[config.mk]
export PLATFORM = sky130hd
export DESIGN_NAME = qss_div
export DESIGN_NICKNAME = d
export VERILOG_FILES = /design/src/sv/qss_pkg.sv /design/src/sv/qss_div.sv
export SDC_FILE = /design/constraint.sdc
export NUM_CORES = 1
export LEC_CHECK = 0
export BUFFER_PORTS_ARGS = -buffer_cell sky130_fd_sc_hd__buf_2
export CAP_MARGIN = 20
export CORE_UTILIZATION = 42
export CTS_CLUSTER_SIZE = 25
export DETAILED_ROUTE_END_ITERATION = 8
export GPL_TIMING_DRIVEN = 0
export PLACE_DENSITY_LB_ADDON = 0.2
export SYNTH_ARGS = -nofsm -noshare
export SYNTH_HDL_FRONTEND = slang
export SYNTH_SLANG_ARGS = --single-unit
[constraint.sdc]
create_clock -name clk -period 8.3 [get_ports clk]
set_clock_uncertainty 0.1 [all_clocks]
set_input_delay 0 -clock clk [delete_from_list [all_inputs] [get_ports clk]]
set_output_delay 0 -clock clk [all_outputs]
set_load 0.005 [all_outputs]
[src/sv/qss_pkg.sv]
// ----------------------------------------------------------------------------
// qss_pkg
// Shared widths, codes and default sizes for the quantile summary store.
// ----------------------------------------------------------------------------
package qss_pkg;

  localparam int DEPTH_DEFAULT   = 1024;
  localparam int VALUE_W_DEFAULT = 32;
  localparam int COUNT_W_DEFAULT = $clog2(DEPTH_DEFAULT + 1);

  localparam int RANK_W   = 11;
  localparam int BUCKET_W = 10;
  localparam int OP_W     = 2;
  localparam int STATUS_W = 2;

  localparam logic [RANK_W-1:0] CAPACITY_RESET = 11'd1024;

  localparam logic [OP_W-1:0] OP_INSERT   = 2'd0;
  localparam logic [OP_W-1:0] OP_QUERY    = 2'd1;
  localparam logic [OP_W-1:0] OP_COMPRESS = 2'd2;
  localparam logic [OP_W-1:0] OP_NOP      = 2'd3;

  localparam logic [STATUS_W-1:0] ST_OK        = 2'd0;
  localparam logic [STATUS_W-1:0] ST_FULL      = 2'd1;
  localparam logic [STATUS_W-1:0] ST_NOT_FOUND = 2'd2;

endpackage

[src/sv/qss_div.sv]
// ----------------------------------------------------------------------------
// qss_div
// Restoring divider, one quotient bit per cycle, for the compress rank step.
// ----------------------------------------------------------------------------
module qss_div #(
  parameter int DIVIDEND_W = qss_pkg::COUNT_W_DEFAULT
) (
  input  logic                          clk,
  input  logic                          rst,
  input  logic                          start,
  input  logic [DIVIDEND_W-1:0]         dividend,
  input  logic [qss_pkg::BUCKET_W-1:0]  divisor,
  output logic                          done,
  output logic [DIVIDEND_W-1:0]         quotient,
  output logic [qss_pkg::BUCKET_W-1:0]  remainder
);

  localparam int BW     = qss_pkg::BUCKET_W;
  localparam int STEP_W = $clog2(DIVIDEND_W + 1);

  logic              active;
  logic [STEP_W-1:0] steps;
  logic [DIVIDEND_W-1:0] dq;
  logic [BW-1:0]     dr;
  logic [BW:0]       trial;
  logic              ge;

  assign trial = {dr, dq[DIVIDEND_W-1]};
  assign ge    = trial >= {1'b0, divisor};

  always_ff @(posedge clk) begin
    if (rst) begin
      active <= 1'b0;
      done   <= 1'b0;
      steps  <= '0;
    end else begin
      done <= 1'b0;
      if (start) begin
        active <= 1'b1;
        steps  <= STEP_W'(DIVIDEND_W);
      end else if (active) begin
        steps <= steps - 1'b1;
        if (steps == STEP_W'(1)) begin
          active <= 1'b0;
          done   <= 1'b1;
        end
      end
    end
  end

  always_ff @(posedge clk) begin
    if (start) begin
      dq <= dividend;
      dr <= '0;
    end else if (active) begin
      dq <= {dq[DIVIDEND_W-2:0], ge};
      dr <= ge ? BW'(trial - {1'b0, divisor}) : trial[BW-1:0];
    end
  end

  assign quotient  = dq;
  assign remainder = dr;

endmodule

== Word-level counts from Yosys, hierarchy flattened ==
Cells that the tools add are included.
Word-level totals
  flip-flop bits (word level): 27
  input port bits: 24
Operators by class
  $add $sub $neg: 2
  order comparisons: 1
  equality and inequality tests: 1
  mux-type cells: 9
  bitwise gates (word level): 1
  reduce and logical (&&, ||, !) cells: 3
Operators by type and width (count)
  11-bit 2-to-1 mux: 2
  11-bit by 10-bit greater-or-equal comparator with 1-bit output: 1
  10-bit 2-to-1 mux: 1
  10-bit subtractor: 1
  4-bit 2-to-1 mux: 2
  4-bit by 1-bit equality test with 1-bit output, second input constant: 1
  1-bit 2-to-1 mux: 4
  4-bit by 1-bit subtractor with 4-bit output, second input constant: 1
  3-bit OR reduction: 1
  2-bit nonzero test: 1
  2-bit OR reduction: 1
  1-bit inverter: 1

== Longest topological paths before layout ==
Gate-level depths: netlist of run 1.
  depth in word-level cells: 4
  depth in mapped cells: 10

== Worst setup path before layout of run 1 ==
No wires, ideal clock.
  kind: register to register
  start point: register dq[10] (netlist: quotient[10])
  end point: register dr[8] (netlist: remainder[8])
  setup time: 88 ps
  arrival time: 2464 ps
  setup slack: 5648 ps
  stages on the path, launching flop included: 11
  buffers on the path: 0
  cells stage by stage: edfxtp_1 > inv_1 > ha_1 > inv_1 > fa_1 > a211oi_1 > nor3_1 > o31a_1 > o21ai_0 > or3b_1 > a311oi_2
On the way
  cells in the longest elaborated chain, start to end: 2
  elaborated cells on any way between the ends: 3
  those cells by class: 1 x add/sub; 1 x order compare; 1 x mux
RTL lines
  start, declared: line qss_div.sv:23  | logic [DIVIDEND_W-1:0] dq;
  start signal, assigned: line qss_div.sv:53  | dq <= dividend;
  start signal, assigned: line qss_div.sv:56  | dq <= {dq[DIVIDEND_W-2:0], ge};
  10-bit subtractor or 11-bit by 10-bit greater-or-equal comparator with 1-bit output (tied branches): line qss_div.sv:57, qss_div.sv:29
  10-bit 2-to-1 mux (*): line qss_div.sv:57  | dr <= ge ? BW'(trial - {1'b0, divisor}) : trial[BW-1:0];
  end signal, assigned: line qss_div.sv:57
  end, declared: line qss_div.sv:24  | logic [BW-1:0] dr;
Every way passes the cells marked *; elsewhere a longest branch is shown, timed or not.
A chain may end at the register's enable or synchronous reset.

== Worst setup path after layout of run 1 ==
Ends and elaborated chain as after synthesis.

==> results of run 1 <==
[layer usage]
layer  up-vias  wire length [µm]
met4         0                12
met5         -                 0
li1        736                 -
met2        27              1750
met1       657              1900
met3         2               112
[what timing repair did]
| item | CTS | global route |
|---|---|---|
| hold buffers | 13 | 0 |
| resized for setup | 0 | 0 |
| hold endpoints to repair | 17 | 0 |
[synth_stat cells (2+ instances only)]
cell type,count,area (µm²)
or3b_2,2,17.5
nand2_1,7,26.3
clkbuf_1,6,22.5
edfxtp_1,11,330
dfxtp_1,16,320
a31oi_1,2,12.5
nor2b_1,3,18.8
nor3b_1,2,15.0
nor2_1,20,75.1
o21ai_0,4,20.0
nand3_1,2,10.0
a21o_1,5,37.5
mux2_2,6,67.6
xnor2_1,3,26.3
nand4b_1,2,17.5
inv_1,15,56.3
a21oi_1,3,15.0
mux2_1,4,45.0
o311ai_1,2,17.5
xor2_1,6,52.6
a211oi_1,6,45.0
ha_1,12,150
nor3_1,4,20.0
nor4_1,2,12.5
mux2i_1,5,50.1
[kinds of logic after synthesis]
family          share of synthesized area
compound gates                      0.162
xor+xnor                           0.0466
fa+ha+maj                           0.101
buf+inv                            0.0511
flops                               0.385
mux                                0.0962
simple gates                        0.158
[power groups by stage]
stage	Clock (mW)	Sequential (mW)	Combinational, mW
after CTS	0.0766	0.162	0.104
final	0.0765	0.162	0.103
after detailed placement	0	0.165	0.0983
after global placement	0	0.165	0.0974
after floorplan	0	0.164	0.0685
after global routing	0.0833	0.164	0.116
[per-stage QoR]
stage,util,hold WS (ns)
2_1_floorplan,-,-0.0276
3_3_place_gp,0.524,0.152
3_5_place_dp,0.524,0.159
4_1_cts,0.570,0.0102
5_1_grt,0.570,0.0265
6_report,0.570,0.00498
[flip-flops by register name, indices dropped and copies added (netlist names)]
name / flops
quotient: 11
remainder: 10
steps: 4
active: 1
done: 1
[worst max-delay path, cell delays in order (launching register included)]
cell and delay, ns:
edfxtp_1 0.43, inv_1 0.08, ha_1 0.15, inv_1 0.05
fa_1 0.42, a211oi_1 0.43, nor3_1 0.10, o31a_1 0.30
o21ai_0 0.12, or3b_1 0.37, a311oi_2 0.27
[worst max path at each step]
stage,startpoint,end,cells after the start
6_report,quotient[10],remainder[8],10
5_1_grt,quotient[10],remainder[8],10
2_1_floorplan,quotient[10],remainder[8],10
3_5_place_dp,quotient[10],remainder[8],10
4_1_cts,quotient[10],remainder[8],10
3_3_place_gp,quotient[10],remainder[8],10
[layout make-up]
type / instances / area, µm²
fill: 340 / 1620
multi-input combinational: 121 / 953
sequential: 27 / 651
timing repair buffer: 58 / 355
tap: 48 / 60.1
inverter: 15 / 56.3
clock buffer: 4 / 45.0
buffer: 7 / 30.0
==> results.yml, run 1 <==
status:
  status: "finished, final reports clean"
timing:
  worst_slew_pin_slew_ns: 0.616
  rsz0062_at_grt: "no"
  worst_slack_ns: 5.39
  setup_violations: 0
  hold_violations: 0
  finalCritPeriodShare: 0.350
  slew_violations: 0
  min_period_ns: 2.91
  maxSlewHeadroom: 0.587
  tns_ns: 0
  timing.fmax_ghz: 0.344
cells_and_area:
  n_antenna_cell: 0
  num-nets-final: 270
  drive_gt1_frac: 0.267
  final_common_cell: "buf_2"
  layout_common_cells: "45 x buf_2, 20 x nor2_1, 16 x dfxtp_1"
  area_delta_synth_final_pct: 27.2
  finalNonFillerCells: 280
  fin_area_um2: 2150
global_route:
  met2_usage: 0.305
  met1_usage: 0.262
  grt_max_degree: 15
  grt_overflow: 0
  use_met3: 0.0365
  antenna_found_initial: 0
  grt.busiest_layer: "met2"
  grtUsageTotal: 0.186
  grt_pass1_vias: 1304
  grt_pass1_wl_um: 6150
power:
  seq_power_share: 0.474
  power.switching_uw: 105
  p_sw_frac: 0.307
  power_frac_clock: 0.224
  power.total_uw: 342
  vdd_drop_max_mv: 0.117
  comb_power_share: 0.303
  intPower_uw: 237
  leakagePower_nw: 1.01
  p_per_area_nw_per_um2: 159
worst_hold_path:
  hp-start: "divisor[0]"
  whs_path_depth: 3
  hold_path_class: "in -> reg"
  worst_hold_path.endpoint: "remainder[0]"
worst_setup_path:
  cp.required_ns: 8.38
  start_kind: "flip-flop"
  r2r_start: "quotient[10]"
  path_max_fanout: 3
  rr_endpoint: "remainder[8]"
  rrSetupSlack_ns: 5.39
  critPathKind: "reg -> reg"
  worstPathArrival_ns: 2.99
  ff2ff_path_depth: 10
  end_kind: "flip-flop"
cts:
  clk-insertion-delay-late_ns: 0.27
  cts_setup_buffers: 0
  htree_levels: 1
  tritoncts: "done"
  clkSinkCount: 27
  cts-root-buf: "clkbuf_8"
  clk_pin_slew_ns: 0.09
  numCtsBuffers: 3
  ctsLongestPathBuffers: 2
yosys:
  synth_edf_count: 11
  syn_inst: 170
  syn_nets: 207
  synth_warnings: 0
  syn_area_per_cell_um2: 9.94
  ys_seq_area_frac: 0.385
  ys_ff_latch: 27
  synth_area_um2: 1690
  synth_ff_type: "dfxtp_1"
  yosysUniqueCellTypes: 45
  async_flop_share: 0
floorplanning:
  die_w_um: 65.4
  core_um2: 3770
  io_pins: 46
  start_util: 0.448
  die_y_um: 65.4
  die_area_um2: 4280
  rows: 22
routing:
  avgViaCountPerCell: 5.08
  vias: 1422
  ant_nets: 0
  drcViolationCount: 0
  drtIter0Drc: 46
  first_pass_iters: 4
  drt-wirelength-per-cell_um: 13.5
  totalWireLength_um: 3780
place:
  placed_cell_area_um2: 1980
  place_ws_ns: 5.40
  dp.final_hpwl_um: 2670
  placed_cells: 263
  place.gp.congestion: 0.751
  numPortBuffers: 45
job:
  maxCapViolations: 0
Power figures use the tool's default switching activity.
==> run 2: changes to the inputs <==
Clock period 8.3 ns to 2.9 ns, I/O delays scaled along.
==> run 2 against run 1 <==
Compared with the run above: power rose to 2.9 times the previous value; register-to-register slack got worse by 5.2 ns; highest routed layer unchanged; hold slack better by 0.0011 ns; combinational power rose to 3.0 times the previous value; largest cell class unchanged; critical path type unchanged; cell area is 0.70% higher.
==> results.yml, run 2 (synthesis gave the netlist of run 1 again) <==
floorplanning:
  rows: 22
  io_pins: 46
  core_um2: 3770
  start_util: 0.448
  die_area_um2: 4280
  die_y_um: 65.4
  die_w_um: 65.4
worst_setup_path:
  worstPathArrival_ns: 2.77
  end_kind: "flip-flop"
  cp.required_ns: 2.98
  path_max_fanout: 3
  ff2ff_path_depth: 10
  critPathKind: "reg -> reg"
  rrSetupSlack_ns: 0.21
  start_kind: "flip-flop"
cells_and_area:
  fin_area_um2: 2170
  layout_common_cells: "45 x buf_2, 20 x nor2_1, 16 x dfxtp_1"
  drive_gt1_frac: 0.276
  utilization: 0.574
  largest_reg_flops: 11
  area_delta_synth_final_pct: 28.1
  num-nets-final: 270
  fill_cells: 339
  n_antenna_cell: 0
  final_common_cell: "buf_2"
job:
  maxCapViolations: 0
place:
  placed_cell_area_um2: 1980
  place.gp.congestion: 0.751
  dp.final_hpwl_um: 2670
  numPortBuffers: 45
timing:
  hold_violations: 0
  worst_slew_pin_slew_ns: 0.598
  maxSlewHeadroom: 0.599
  finalCritPeriodShare: 0.929
  slew_violations: 0
  finalHoldWorstSlack_ns: 0.00612
  rsz0062_at_grt: "no"
  timing.fmax_ghz: 0.371
  setup_violations: 0
  min_period_ns: 2.69
status:
  status: "finished, final reports clean"
routing:
  drcViolationCount: 0
  first_pass_iters: 4
  avgViaCountPerCell: 5.06
  totalWireLength_um: 3850
  drtIter0Drc: 54
  vias: 1417
  drt-wirelength-per-cell_um: 13.7
  ant_nets: 0
power:
  power.total_uw: 985
  vdd_drop_max_mv: 0.331
  p_per_area_nw_per_um2: 455
  leakagePower_nw: 1.01
global_route:
  grt_overflow: 0
  use_met3: 0.0365
  grtUsageTotal: 0.187
  antenna_found_initial: 0
  grt.busiest_layer: "met2"
  met2_usage: 0.311
  grt_pass1_vias: 1319
  met1_usage: 0.261
  grt_max_degree: 15
  grt_pass1_wl_um: 6200
worst_hold_path:
  whs_path_depth: 3
  hold_path_class: "in -> reg"
cts:
  tritoncts: "done"
  ctsLongestPathBuffers: 2
  clkSinkCount: 27
  numCtsBuffers: 3
  clk_pin_slew_ns: 0.09
  cts_setup_buffers: 0
  htree_levels: 1
  clk-insertion-delay-late_ns: 0.27
  cts-root-buf: "clkbuf_8"
-- run 2: worst max-delay path: stages (launching register included) --
cell and delay (ns):
edfxtp_1 0.43, inv_1 0.08, ha_1 0.15, inv_1 0.06
fa_2 0.38, a211oi_4 0.27, nor3_1 0.08, o31a_1 0.29
o21ai_0 0.12, or3b_1 0.37, a311oi_2 0.27
-- run 2: timing repair --
item                                   CTS  global route
hold buffers                            13             0
endpoints found under the hold margin   17             0
resized for setup                        1             2
setup endpoints to repair                1             1
pin swaps                                0             1
-- run 2: final timing paths --
check / start / endpoint
worst max-delay path: quotient[10] / remainder[8]
worst min-delay path: divisor[0] / remainder[0]
worst max register to register: quotient[10] / remainder[8]
worst min register to register: remainder[4] / remainder[4]
-- run 2: metal layers --
metal / vias up / part of all wire
met2: 29 / 0.47
met4: 0 / 0.0031
met3: 2 / 0.032
met1: 651 / 0.49
li1: 735 / -
met5: - / 0
-- run 2: report_power, final --
group	total, mW	internal [mW]	switching, mW
logic	0.304	0.148	0.156
clock network	0.216	0.0985	0.118
registers	0.464	0.435	0.0288
-- run 2: area by class of cell --
cell class | count | area, µm² | share of cell area
tap | 48 | 60.1 | 0.0277
timing repair buffer | 58 | 355 | 0.164
multi-input combinational | 121 | 968 | 0.447
clock buffer | 4 | 45.0 | 0.0208
buffer | 7 | 30.0 | 0.0139
inverter | 15 | 56.3 | 0.0260
sequential | 27 | 651 | 0.300
-- run 2: stage by stage --
stage | std cells | setup TNS, ns | worst slack [ns]
global route | 280 | 0 | 0.0369
detailed placement | 263 | -0.00386 | -0.00386
global placement | 263 | 0 | 0.0230
floorplan | 170 | 0 | 0.248
CTS | 280 | 0 | 0.0653
finish | 280 | 0 | 0.206
